==> config.mk <==
export PLATFORM = sky130hd
export DESIGN_NAME = joint_command_slew_limiter
export DESIGN_NICKNAME = d
export VERILOG_FILES = /design/src/rtl/jcsl_pkg.sv /design/src/rtl/joint_command_slew_limiter.sv /design/src/rtl/jcsl_ram.sv /design/src/rtl/jcsl_axis_pipe.sv /design/src/rtl/jcsl_out_queue.sv
export SDC_FILE = /design/constraint.sdc
export NUM_CORES = 2
export LEC_CHECK = 0
export ABC_AREA = 1
export BUFFER_PORTS_ARGS = -buffer_cell sky130_fd_sc_hd__buf_2
export CORE_ASPECT_RATIO = 1.1
export CORE_MARGIN = 4
export CORE_UTILIZATION = 60
export CTS_CLUSTER_DIAMETER = 40
export DETAILED_ROUTE_END_ITERATION = 8
export GPL_ROUTABILITY_DRIVEN = 0
export PLACE_DENSITY_LB_ADDON = 0.25
export SLEW_MARGIN = 20
export SYNTH_ARGS = -nofsm -noshare
export SYNTH_HDL_FRONTEND = slang
export SYNTH_SLANG_ARGS = --single-unit
==> constraint.sdc <==
create_clock -name i_clk -period 13.4 [get_ports i_clk]
set_input_delay 2.01 -clock i_clk [delete_from_list [all_inputs] [get_ports i_clk]]
set_output_delay 2.01 -clock i_clk [all_outputs]
set_load 0.02 [all_outputs]
==> src/rtl/jcsl_pkg.sv <==
package jcsl_pkg;

    // Axis register file and slot sequencing
    localparam int NAXREG = 6;
    localparam int SLOT_W = $clog2(NAXREG);
    localparam logic [SLOT_W-1:0] LAST_SLOT = SLOT_W'(NAXREG - 1);

    // Field widths
    localparam int POS_W = 21;
    localparam int VEL_W = 20;
    localparam int EL_W = 20;
    localparam int MASK_W = 6;

    // Position range in millidegrees
    localparam logic signed [POS_W-1:0] POS_MAX = 21'sd1000000;
    localparam logic signed [POS_W-1:0] POS_MIN = -21'sd1000000;

    // Elapsed time handling
    localparam logic [EL_W-1:0] EL_MAX = 20'd1000000;
    localparam logic [EL_W-1:0] EL_HOLD_MAX = 20'd1;

    localparam logic [VEL_W-1:0] VEL_RESET = 20'd90000;

    // Division of the velocity-time product by one million. The product is first
    // shifted right by six (one million is 64 * 15625), then divided by 15625 with
    // a reciprocal estimate that is at most three low and gets corrected.
    localparam int PROD_W = VEL_W + EL_W;
    localparam int DIV_SHIFT = 6;
    localparam int Q0_W = PROD_W - DIV_SHIFT;
    localparam int EST_IN_W = 20;
    localparam int RECIP_W = 21;
    localparam int ESTM_W = EST_IN_W + RECIP_W;
    localparam int STEP_W = 20;
    localparam int DIV_ODD_W = 14;
    localparam int EPROD_W = STEP_W + DIV_ODD_W;
    localparam int REM_W = 16;
    localparam logic [RECIP_W-1:0] RECIP_C = 21'd1099511;   // floor(2^34 / 15625)
    localparam logic [DIV_ODD_W-1:0] DIV_ODD = 14'd15625;
    localparam logic [REM_W-1:0] REM_1 = 16'd15625;
    localparam logic [REM_W-1:0] REM_2 = 16'd31250;
    localparam logic [REM_W-1:0] REM_3 = 16'd46875;

    // Result queue
    localparam int OUTQ_DEPTH = 4;
    localparam int OUTQ_CNT_W = $clog2(OUTQ_DEPTH) + 1;

    typedef logic signed [POS_W-1:0] t_pos;

    typedef enum logic {
        KIND_CMD     = 1'b0,
        KIND_RESTART = 1'b1
    } t_kind;

    typedef enum logic [1:0] {
        MODE_FIRST,
        MODE_HOLD,
        MODE_SLEW
    } t_mode;

    // Travels with each axis slot down the datapath
    typedef struct packed {
        logic              valid;
        logic [SLOT_W-1:0] axis;
        logic              active;
        logic              last;
        t_mode             mode;
    } t_tag;

    // One finished axis slot leaving the datapath
    typedef struct packed {
        logic              valid;
        logic              last;
        logic [SLOT_W-1:0] axis;
        logic              write;
        logic              limited;
        t_pos              pos;
    } t_lane_res;

    typedef struct packed {
        t_pos [NAXREG-1:0]  pos;
        logic [MASK_W-1:0]  mask;
    } t_result;

    function automatic t_pos sat_pos(input logic signed [POS_W+1:0] v);
        t_pos r;
        if (v > (POS_W+2)'(POS_MAX)) begin
            r = POS_MAX;
        end else if (v < (POS_W+2)'(POS_MIN)) begin
            r = POS_MIN;
        end else begin
            r = v[POS_W-1:0];
        end
        return r;
    endfunction

endpackage

==> src/rtl/joint_command_slew_limiter.sv <==
// Six-axis joint command slew limiter. Each command item carries a target position per
// axis in millidegrees and the microseconds since the previous command; every axis moves
// toward its target by at most its velocity limit times the elapsed time, the result is
// clamped to +/-1000000 millidegrees, and a mask reports which axes were held back. The
// first command after reset or after a restart item passes straight through, and an
// elapsed time of zero or one microsecond repeats the stored positions. A restart item
// produces no result and does not occupy the issue slot. A command item occupies the issue
// slot for one pass per axis register, because all axes share one datapath and one read
// port of the position RAM; the next item is accepted during the last of those passes,
// so a new command can enter before the last one has left the datapath. The result waits in
// a four-entry queue, so the block keeps accepting while results go untaken until four are
// outstanding. Positions live in a small RAM with valid bits cleared at reset, so no
// clearing pass is needed. Velocity registers are written through the plain write port at
// any idle time; indexes above five are ignored.
module joint_command_slew_limiter
    import jcsl_pkg::*;
#(
    parameter int AXES = 6
) (
    input  logic                     i_clk,
    input  logic                     i_rst_n,

    input  logic                     i_cfg_we,
    input  logic [SLOT_W-1:0]        i_cfg_idx,
    input  logic [VEL_W-1:0]         i_cfg_data,

    input  logic                     i_in_valid,
    output logic                     o_in_ready,
    input  logic                     i_kind,
    input  logic [EL_W-1:0]          i_elapsed_us,
    input  logic signed [POS_W-1:0]  i_target_0,
    input  logic signed [POS_W-1:0]  i_target_1,
    input  logic signed [POS_W-1:0]  i_target_2,
    input  logic signed [POS_W-1:0]  i_target_3,
    input  logic signed [POS_W-1:0]  i_target_4,
    input  logic signed [POS_W-1:0]  i_target_5,

    output logic                     o_out_valid,
    input  logic                     i_out_ready,
    output logic signed [POS_W-1:0]  o_out_0,
    output logic signed [POS_W-1:0]  o_out_1,
    output logic signed [POS_W-1:0]  o_out_2,
    output logic signed [POS_W-1:0]  o_out_3,
    output logic signed [POS_W-1:0]  o_out_4,
    output logic signed [POS_W-1:0]  o_out_5,
    output logic [MASK_W-1:0]        o_limited_mask
);

    localparam int AW = (AXES > 1) ? $clog2(AXES) : 1;

    // Configuration registers. All six store writes even when fewer axes are active.
    logic [VEL_W-1:0] r_vel [NAXREG];

    // Issue sequencer: one slot per axis register, a slot for each of the six on every command.
    // Because every command spends a slot on each axis register, the datapath's write-back
    // of an axis from stage 5 always lands before the next command's read of the same axis;
    // no forwarding path is needed.
    logic              r_busy;
    logic              n_busy;
    logic [SLOT_W-1:0] r_slot;
    logic [SLOT_W-1:0] n_slot;
    logic              r_first;
    logic              n_first;
    logic [OUTQ_CNT_W-1:0] r_outstanding;
    logic [OUTQ_CNT_W-1:0] n_outstanding;

    // Context of the command being issued
    t_mode            r_item_mode;
    logic [EL_W-1:0]  r_item_el;
    t_pos             r_item_tgt [NAXREG];

    t_pos             w_tgt_in [NAXREG];
    logic [EL_W-1:0]  w_el_sat;
    logic             w_in_fire;
    logic             w_cmd_fire;
    logic             w_issue_free;
    logic             w_out_fire;

    // Position RAM and its per-entry valid bits
    logic             r_pos_valid [AXES];
    logic             r_rd_ok;
    logic [POS_W-1:0] w_rd_data;
    logic             w_active;
    logic             w_ram_we;
    logic [AW-1:0]    w_raddr;
    logic [AW-1:0]    w_waddr;

    t_tag             w_tag;
    t_lane_res        w_res;

    // Result assembly across the six slots
    t_pos              r_asm_pos [NAXREG];
    logic [MASK_W-1:0] r_asm_mask;
    t_result           w_push_data;
    t_result           w_q_data;
    logic              w_push;

    assign w_tgt_in[0] = i_target_0;
    assign w_tgt_in[1] = i_target_1;
    assign w_tgt_in[2] = i_target_2;
    assign w_tgt_in[3] = i_target_3;
    assign w_tgt_in[4] = i_target_4;
    assign w_tgt_in[5] = i_target_5;

    assign w_el_sat = (i_elapsed_us > EL_MAX) ? EL_MAX : i_elapsed_us;

    // An item is taken while the issue slot is free or finishing its last axis, as long
    // as the result queue is sure to have room for every command in flight.
    assign w_issue_free = !r_busy || (r_slot == LAST_SLOT);
    assign o_in_ready   = w_issue_free && (r_outstanding < OUTQ_CNT_W'(OUTQ_DEPTH));
    assign w_in_fire    = i_in_valid && o_in_ready;
    assign w_cmd_fire   = w_in_fire && (i_kind == KIND_CMD);
    assign w_out_fire   = o_out_valid && i_out_ready;

    always_comb begin
        n_busy = r_busy;
        n_slot = r_slot;
        if (w_cmd_fire) begin
            n_busy = 1'b1;
            n_slot = '0;
        end else if (r_busy) begin
            if (r_slot == LAST_SLOT) begin
                n_busy = 1'b0;
            end else begin
                n_slot = r_slot + 1'b1;
            end
        end

        // A restart rearms pass-through; any command consumes it.
        n_first = r_first;
        if (w_in_fire) begin
            n_first = (i_kind == KIND_RESTART);
        end

        n_outstanding = r_outstanding + OUTQ_CNT_W'(w_cmd_fire) - OUTQ_CNT_W'(w_out_fire);
    end

    always_ff @(posedge i_clk) begin
        if (!i_rst_n) begin
            r_busy        <= 1'b0;
            r_slot        <= '0;
            r_first       <= 1'b1;
            r_outstanding <= '0;
        end else begin
            r_busy        <= n_busy;
            r_slot        <= n_slot;
            r_first       <= n_first;
            r_outstanding <= n_outstanding;
        end
    end

    always_ff @(posedge i_clk) begin
        if (!i_rst_n) begin
            for (int i = 0; i < NAXREG; i++) begin
                r_vel[i] <= VEL_RESET;
            end
        end else if (i_cfg_we && (i_cfg_idx < SLOT_W'(NAXREG))) begin
            r_vel[i_cfg_idx] <= i_cfg_data;
        end
    end

    // Capture the command. Targets are clamped on the way in; the mode is fixed here
    // so that later restarts cannot disturb a command already being worked on.
    always_ff @(posedge i_clk) begin
        if (w_cmd_fire) begin
            r_item_el <= w_el_sat;
            if (r_first) begin
                r_item_mode <= MODE_FIRST;
            end else if (i_elapsed_us <= EL_HOLD_MAX) begin
                r_item_mode <= MODE_HOLD;
            end else begin
                r_item_mode <= MODE_SLEW;
            end
            for (int i = 0; i < NAXREG; i++) begin
                r_item_tgt[i] <= sat_pos((POS_W+2)'(w_tgt_in[i]));
            end
        end
    end

    // Slots at or above AXES run through the datapath as bubbles that output zero.
    assign w_active = r_busy && (r_slot < SLOT_W'(AXES));
    assign w_raddr  = r_slot[AW-1:0];

    always_comb begin
        w_tag.valid  = r_busy;
        w_tag.axis   = r_slot;
        w_tag.active = r_slot < SLOT_W'(AXES);
        w_tag.last   = (r_slot == LAST_SLOT);
        w_tag.mode   = r_item_mode;
    end

    // Valid bit travels alongside the RAM read so that an unwritten entry reads as zero.
    always_ff @(posedge i_clk) begin
        if (!i_rst_n) begin
            r_rd_ok <= 1'b0;
            for (int i = 0; i < AXES; i++) begin
                r_pos_valid[i] <= 1'b0;
            end
        end else begin
            r_rd_ok <= w_active && r_pos_valid[w_raddr];
            if (w_ram_we) begin
                r_pos_valid[w_waddr] <= 1'b1;
            end
        end
    end

    jcsl_ram #(
        .WIDTH (POS_W),
        .DEPTH (AXES)
    ) u_pos_ram (
        .i_clk   (i_clk),
        .i_we    (w_ram_we),
        .i_waddr (w_waddr),
        .i_wdata (w_res.pos),
        .i_re    (w_active),
        .i_raddr (w_raddr),
        .o_rdata (w_rd_data)
    );

    jcsl_axis_pipe u_axis_pipe (
        .i_clk     (i_clk),
        .i_rst_n   (i_rst_n),
        .i_tag     (w_tag),
        .i_tgt     (r_item_tgt[r_slot]),
        .i_vel     (r_vel[r_slot]),
        .i_el      (r_item_el),
        .i_rd_data (w_rd_data),
        .i_rd_ok   (r_rd_ok),
        .o_res     (w_res)
    );

    assign w_ram_we = w_res.valid && w_res.write;
    assign w_waddr  = w_res.axis[AW-1:0];

    // Finished axes collect here; the last slot completes the result and queues it.
    always_ff @(posedge i_clk) begin
        if (w_res.valid) begin
            r_asm_pos[w_res.axis]  <= w_res.pos;
            r_asm_mask[w_res.axis] <= w_res.limited;
        end
    end

    always_comb begin
        for (int i = 0; i < NAXREG; i++) begin
            w_push_data.pos[i]  = (w_res.axis == SLOT_W'(i)) ? w_res.pos : r_asm_pos[i];
            w_push_data.mask[i] = (w_res.axis == SLOT_W'(i)) ? w_res.limited : r_asm_mask[i];
        end
        w_push = w_res.valid && w_res.last;
    end

    jcsl_out_queue #(
        .DEPTH (OUTQ_DEPTH)
    ) u_out_queue (
        .i_clk   (i_clk),
        .i_rst_n (i_rst_n),
        .i_push  (w_push),
        .i_data  (w_push_data),
        .o_valid (o_out_valid),
        .i_pop   (i_out_ready),
        .o_data  (w_q_data)
    );

    assign o_out_0        = w_q_data.pos[0];
    assign o_out_1        = w_q_data.pos[1];
    assign o_out_2        = w_q_data.pos[2];
    assign o_out_3        = w_q_data.pos[3];
    assign o_out_4        = w_q_data.pos[4];
    assign o_out_5        = w_q_data.pos[5];
    assign o_limited_mask = w_q_data.mask;

endmodule

==> src/rtl/jcsl_ram.sv <==
module jcsl_ram #(
    parameter int WIDTH = 21,
    parameter int DEPTH = 6,
    localparam int AW = (DEPTH > 1) ? $clog2(DEPTH) : 1
) (
    input  logic             i_clk,
    input  logic             i_we,
    input  logic [AW-1:0]    i_waddr,
    input  logic [WIDTH-1:0] i_wdata,
    input  logic             i_re,
    input  logic [AW-1:0]    i_raddr,
    output logic [WIDTH-1:0] o_rdata
);

    logic [WIDTH-1:0] r_mem [DEPTH];
    logic [WIDTH-1:0] r_rdata;

    always_ff @(posedge i_clk) begin
        if (i_we) begin
            r_mem[i_waddr] <= i_wdata;
        end
        if (i_re) begin
            r_rdata <= r_mem[i_raddr];
        end
    end

    assign o_rdata = r_rdata;

endmodule

==> src/rtl/jcsl_axis_pipe.sv <==
module jcsl_axis_pipe
    import jcsl_pkg::*;
(
    input  logic             i_clk,
    input  logic             i_rst_n,
    input  t_tag             i_tag,
    input  t_pos             i_tgt,
    input  logic [VEL_W-1:0] i_vel,
    input  logic [EL_W-1:0]  i_el,
    input  logic [POS_W-1:0] i_rd_data,
    input  logic             i_rd_ok,
    output t_lane_res        o_res
);

    // Stage 1: stored position arrives from the RAM; product of velocity and time.
    t_tag             r_s1_tag;
    t_pos             r_s1_tgt;
    logic [VEL_W-1:0] r_s1_vel;
    logic [EL_W-1:0]  r_s1_el;

    t_pos                    w_s1_last;
    logic signed [POS_W:0]   w_s1_delta;
    logic signed [POS_W:0]   w_s1_abs;
    logic [PROD_W-1:0]       w_s1_prod;

    // Stage 2: reciprocal estimate
    t_tag               r_s2_tag;
    t_pos               r_s2_tgt;
    t_pos               r_s2_last;
    logic               r_s2_neg;
    logic [POS_W-1:0]   r_s2_mag;
    logic [PROD_W-1:0]  r_s2_prod;
    logic [ESTM_W-1:0]  w_s2_estm;

    // Stage 3: estimate times divisor
    t_tag               r_s3_tag;
    t_pos               r_s3_tgt;
    t_pos               r_s3_last;
    logic               r_s3_neg;
    logic [POS_W-1:0]   r_s3_mag;
    logic [Q0_W-1:0]    r_s3_q0;
    logic [ESTM_W-1:0]  r_s3_estm;
    logic [STEP_W-1:0]  w_s3_est;
    logic [EPROD_W-1:0] w_s3_eprod;

    // Stage 4: remainder and correction
    t_tag               r_s4_tag;
    t_pos               r_s4_tgt;
    t_pos               r_s4_last;
    logic               r_s4_neg;
    logic [POS_W-1:0]   r_s4_mag;
    logic [Q0_W-1:0]    r_s4_q0;
    logic [STEP_W-1:0]  r_s4_est;
    logic [EPROD_W-1:0] r_s4_eprod;
    logic [Q0_W-1:0]    w_s4_diff;
    logic [REM_W-1:0]   w_s4_rem;
    logic [1:0]         w_s4_corr;

    // Stage 5: limit, saturate, write back
    t_tag               r_s5_tag;
    t_pos               r_s5_tgt;
    t_pos               r_s5_last;
    logic               r_s5_neg;
    logic [POS_W-1:0]   r_s5_mag;
    logic [STEP_W-1:0]  r_s5_step;
    logic signed [POS_W+1:0] w_s5_step;
    logic signed [POS_W+1:0] w_s5_slewed;
    logic               w_s5_limited;
    t_pos               w_s5_pos;

    always_comb begin
        w_s1_last  = i_rd_ok ? t_pos'(i_rd_data) : '0;
        w_s1_delta = (POS_W+1)'(r_s1_tgt) - (POS_W+1)'(w_s1_last);
        w_s1_abs   = w_s1_delta[POS_W] ? -w_s1_delta : w_s1_delta;
        w_s1_prod  = PROD_W'(r_s1_vel) * PROD_W'(r_s1_el);
    end

    assign w_s2_estm = ESTM_W'(r_s2_prod[PROD_W-1 -: EST_IN_W]) * ESTM_W'(RECIP_C);

    always_comb begin
        w_s3_est   = r_s3_estm[ESTM_W-2 -: STEP_W];
        w_s3_eprod = EPROD_W'(w_s3_est) * EPROD_W'(DIV_ODD);
    end

    always_comb begin
        w_s4_diff = r_s4_q0 - r_s4_eprod;
        w_s4_rem  = w_s4_diff[REM_W-1:0];
        w_s4_corr = 2'(w_s4_rem >= REM_1) + 2'(w_s4_rem >= REM_2) + 2'(w_s4_rem >= REM_3);
    end

    always_comb begin
        w_s5_step    = $signed({2'b00, 1'b0, r_s5_step});
        w_s5_slewed  = r_s5_neg ? (POS_W+2)'(r_s5_last) - w_s5_step
                                : (POS_W+2)'(r_s5_last) + w_s5_step;
        w_s5_limited = r_s5_mag > POS_W'(r_s5_step);
        w_s5_pos     = '0;
        if (r_s5_tag.active) begin
            unique case (r_s5_tag.mode)
                MODE_FIRST: w_s5_pos = r_s5_tgt;
                MODE_HOLD:  w_s5_pos = r_s5_last;
                MODE_SLEW:  w_s5_pos = w_s5_limited ? sat_pos(w_s5_slewed) : r_s5_tgt;
                default:    w_s5_pos = r_s5_last;
            endcase
        end

        o_res.valid   = r_s5_tag.valid;
        o_res.last    = r_s5_tag.last;
        o_res.axis    = r_s5_tag.axis;
        o_res.write   = r_s5_tag.valid && r_s5_tag.active && (r_s5_tag.mode != MODE_HOLD);
        o_res.limited = r_s5_tag.active && (r_s5_tag.mode == MODE_SLEW) && w_s5_limited;
        o_res.pos     = w_s5_pos;
    end

    always_ff @(posedge i_clk) begin
        if (!i_rst_n) begin
            r_s1_tag <= '0;
            r_s2_tag <= '0;
            r_s3_tag <= '0;
            r_s4_tag <= '0;
            r_s5_tag <= '0;
        end else begin
            r_s1_tag <= i_tag;
            r_s2_tag <= r_s1_tag;
            r_s3_tag <= r_s2_tag;
            r_s4_tag <= r_s3_tag;
            r_s5_tag <= r_s4_tag;
        end
    end

    always_ff @(posedge i_clk) begin
        r_s1_tgt  <= i_tgt;
        r_s1_vel  <= i_vel;
        r_s1_el   <= i_el;

        r_s2_tgt  <= r_s1_tgt;
        r_s2_last <= w_s1_last;
        r_s2_neg  <= w_s1_delta[POS_W];
        r_s2_mag  <= w_s1_abs[POS_W-1:0];
        r_s2_prod <= w_s1_prod;

        r_s3_tgt  <= r_s2_tgt;
        r_s3_last <= r_s2_last;
        r_s3_neg  <= r_s2_neg;
        r_s3_mag  <= r_s2_mag;
        r_s3_q0   <= r_s2_prod[PROD_W-1:DIV_SHIFT];
        r_s3_estm <= w_s2_estm;

        r_s4_tgt   <= r_s3_tgt;
        r_s4_last  <= r_s3_last;
        r_s4_neg   <= r_s3_neg;
        r_s4_mag   <= r_s3_mag;
        r_s4_q0    <= r_s3_q0;
        r_s4_est   <= w_s3_est;
        r_s4_eprod <= w_s3_eprod;

        r_s5_tgt  <= r_s4_tgt;
        r_s5_last <= r_s4_last;
        r_s5_neg  <= r_s4_neg;
        r_s5_mag  <= r_s4_mag;
        r_s5_step <= r_s4_est + STEP_W'(w_s4_corr);
    end

endmodule

==> src/rtl/jcsl_out_queue.sv <==
module jcsl_out_queue
    import jcsl_pkg::*;
#(
    parameter int DEPTH = 4,
    localparam int AW = $clog2(DEPTH),
    localparam int CW = AW + 1
) (
    input  logic    i_clk,
    input  logic    i_rst_n,
    input  logic    i_push,
    input  t_result i_data,
    output logic    o_valid,
    input  logic    i_pop,
    output t_result o_data
);

    t_result         r_entry [DEPTH];
    logic [AW-1:0]   r_wr_ptr;
    logic [AW-1:0]   r_rd_ptr;
    logic [CW-1:0]   r_count;
    logic            w_pop;

    assign o_valid = (r_count != '0);
    assign o_data  = r_entry[r_rd_ptr];
    assign w_pop   = i_pop && o_valid;

    always_ff @(posedge i_clk) begin
        if (!i_rst_n) begin
            r_wr_ptr <= '0;
            r_rd_ptr <= '0;
            r_count  <= '0;
        end else begin
            if (i_push) begin
                r_wr_ptr <= r_wr_ptr + 1'b1;
            end
            if (w_pop) begin
                r_rd_ptr <= r_rd_ptr + 1'b1;
            end
            r_count <= r_count + CW'(i_push) - CW'(w_pop);
        end
    end

    always_ff @(posedge i_clk) begin
        if (i_push) begin
            r_entry[r_wr_ptr] <= i_data;
        end
    end

endmodule

==> flow_summary.json <==
{
  "critical_path_buffers_and_inverters": 5,
  "crit_path_cell_trace": "nand2_1 > fa_1 > inv_1 > fa_1 > inv_1 > fa_1 > inv_1 > fa_1 > fa_1 > fa_1 > inv_1 > fa_1 > inv_1 > ha_1 > nand2_1 > nor4_1 > nand3_1 > nand3_1 > nand2_1 > o211ai_1 > a21oi_1 > o21ai_0 > a31oi_1 > xor2_1",
  "setup_tns_ps": 0,
  "timing.max_slew.rel_slack_pct": 21.88,
  "first_pass_grt_wire_length_mm": 335.3,
  "place.port_buffers": 308,
  "postCtsSetupRepairBufs": 0,
  "area_growth_syn_to_layout_pct": 11.03,
  "post_drt_via_cell_ratio": 5.624,
  "fin_crit_ps": 7210,
  "path_class": "register to register",
  "ratio_of_final_minimum_period_to_clock_period_pct": 53.81,
  "initial_utilization_pct": 60.65,
  "path_clk_slew_ps": 60,
  "core.rowCount": 144,
  "post_drt_antenna_nets": 0,
  "route.final.wire_length_mm": 219.0,
  "async_reset_ff_share_pct": 0,
  "dr.first_iter.drc_count": 5765,
  "post_cts_resized": 0,
  "timing.final.setup_violations": 0,
  "timing.max_cap.violations": 0,
  "globalRouteMet2Util_pct": 49.30,
  "dr.pass1.iters": 8,
  "die_width_um": 367.6,
  "vias": 59860,
  "max_stage_delay_ps": 860,
  "routedWlPerCell_um": 20.57,
  "grtUsageMet3_pct": 4.838,
  "slowest_stage": "sky130_fd_sc_hd__dfxtp_1",
  "clkLatencyLatePin_ps": 820,
  "cts-buffers-inserted": 179,
  "gr-usage-all-layers_pct": 29.28,
  "place_worst_setup_slack_ps": 6262,
  "most_numerous_cell_on_the_critical_path": "sky130_fd_sc_hd__fa_1",
  "mostFrequentLayoutCell": "sky130_fd_sc_hd__nand2_1",
  "ys_seq_area_share_pct": 51.58,
  "post_cts_hold_buffer_count": 0,
  "design.portCount": 309,
  "cts_tree": "yes",
  "grt_antenna_before_repair": 8,
  "synth_area_um2": 85350,
  "finalMaxSlewViolations": 0,
  "timing.hold.worst.class": "register to register",
  "postSynthAreaPerCell_um2": 10.26,
  "worst_slew_pin_slew_ps": 1172,
  "postLayoutCoreUtil_pct": 67.34,
  "unrepaired_setup_endpoints_after_global_routing": "false",
  "cts_num_sinks": 1640,
  "yosysWarnings": 0,
  "cts_max_path_buffers": 3,
  "worst_clock_skew_ps": 47.31,
  "first_global_vias": 59320,
  "worst_ep_required_time_ps": 14090,
  "die_y_um": 403.6,
  "placeableCoreArea_um2": 140700,
  "yosys.area.top_type": "sky130_fd_sc_hd__edfxtp_1",
  "yosys.cell_types.count": 69,
  "grt_busiest_layer": "met2",
  "grt_overflow": 0,
  "synth_flop_cell": "sky130_fd_sc_hd__edfxtp_1",
  "worst_ep_arrival_time_ps": 7900,
  "place_hpwl_mm": 154.3,
  "critical_path.top_delay_family": "adder cells",
  "final.setup.worst_slack_ps": 6190,
  "end_kind": "register",
  "synth_enable_flop_cells": 1118,
  "remaining_drc_errors": 0,
  "mostFrequentLayoutCells": "1439 x sky130_fd_sc_hd__nand2_1, 1429 x sky130_fd_sc_hd__inv_1, 1118 x sky130_fd_sc_hd__edfxtp_1",
  "drive_above_1_share_pct": 9.013,
  "grt_start_max_net_pins": 158,
  "cp_max_fo": 20,
  "ctsRootBufferMaster": "sky130_fd_sc_hd__clkbuf_16",
  "synth_top_cell_area_share_pct": 39.34,
  "synth-seq-cells": 1640,
  "groute.layer.met1.usage_pct": 36.65,
  "final-hold-violation-count": 0,
  "design.final.nets": 9732,
  "syn_inst": 8322,
  "fp.dieArea_um2": 148400,
  "achievable-frequency_ghz": 0.1387,
  "setup_slack_of_the_worst_register_to_register_path_ps": 6190,
  "worstSetupStartpointType": "register",
  "outcome": "finished, final reports clean",
  "synth_top_cells_by_area": "sky130_fd_sc_hd__edfxtp_1 39%, sky130_fd_sc_hd__dfxtp_1 12%, sky130_fd_sc_hd__fa_1 12%, sky130_fd_sc_hd__ha_1 6.9%, sky130_fd_sc_hd__nand2_1 6.3%",
  "cts_max_level": 4
}
final cells by class:
type                       count  area [um2]
clock buffer                 218        4842
timing repair buffer         367        1988
clock inverter               114        1197
fill                       10390       45960
antenna                        4       10.01
tap                         1898        2375
sequential                  1640       44030
inverter                    1443        5433
multi-input combinational   4961       34880
logic make-up after synthesis:
family | synth area share (%)
compound gates | 8.104
xor+xnor | 1.765
fa+ha+maj | 18.47
buf+inv | 7.867
flops | 51.58
mux | 0.01173
other cells | 0.004394
simple gates | 12.20
flip-flops by register name, indices dropped and copies added, names as in the netlist, 34 cells and up, named ones only:
| name | cells |
|---|---|
| u_axis_pipe.r_s2_prod | 34 |
| u_pos_ram.r_mem | 126 |
| r_asm_pos | 126 |
| r_item_tgt | 126 |
| u_out_queue.r_entry | 528 |
| r_vel | 160 |
layer usage:
| metal | vias up | part of all wire (%) |
|---|---|---|
| met3 | 579 | 7.9 |
| met5 | - | 0.019 |
| met4 | 6 | 5.8 |
| met2 | 2681 | 49 |
| met1 | 28980 | 37 |
| li1 | 27620 | - |
per-stage QoR:
stage / hold WS [ps] / std cells / instance area (um2)
detailed placement: 312.1 / 10310 / 88700
floorplan: 309.6 / 8361 / 85490
global placement: 309.8 / 10310 / 88700
finish: 313.6 / 10650 / 94760
global route: 315.8 / 10640 / 94750
CTS: 311.7 / 10640 / 94740
Yosys cell counts (all sizes together), types with 8 or more instances:
cell type and number:
a21boi 12, a21oi 253, a22oi 8, a31oi 32, a32o 42, buf 25, clkbuf 286, dfxtp 522
edfxtp 1118, fa 491, ha 474, inv 1440, nand2 1476, nand3 142, nand4 59, nor2 802
nor3 58, nor4 22, o211ai 12, o21ai 583, o21bai 10, o221a 8, o221ai 8, o22ai 195
xnor2 48, xor2 124
worst paths after layout:
kind / startpoint / end / depth (start not counted)
max: u_axis_pipe.r_s1_el[11]$_DFF_P_ / u_axis_pipe.r_s2_prod[36]$_DFF_P_ / 24
min: u_axis_pipe.r_s3_q0[4]$_DFF_P_ / u_axis_pipe.r_s4_q0[4]$_DFF_P_ / 0
max reg2reg: u_axis_pipe.r_s1_el[11]$_DFF_P_ / u_axis_pipe.r_s2_prod[36]$_DFF_P_ / 24
min reg2reg: u_axis_pipe.r_s3_q0[4]$_DFF_P_ / u_axis_pipe.r_s4_q0[4]$_DFF_P_ / 0
Power is not shown: default switching activity piles up to over one toggle a cycle in this logic, so the estimate is an artifact.
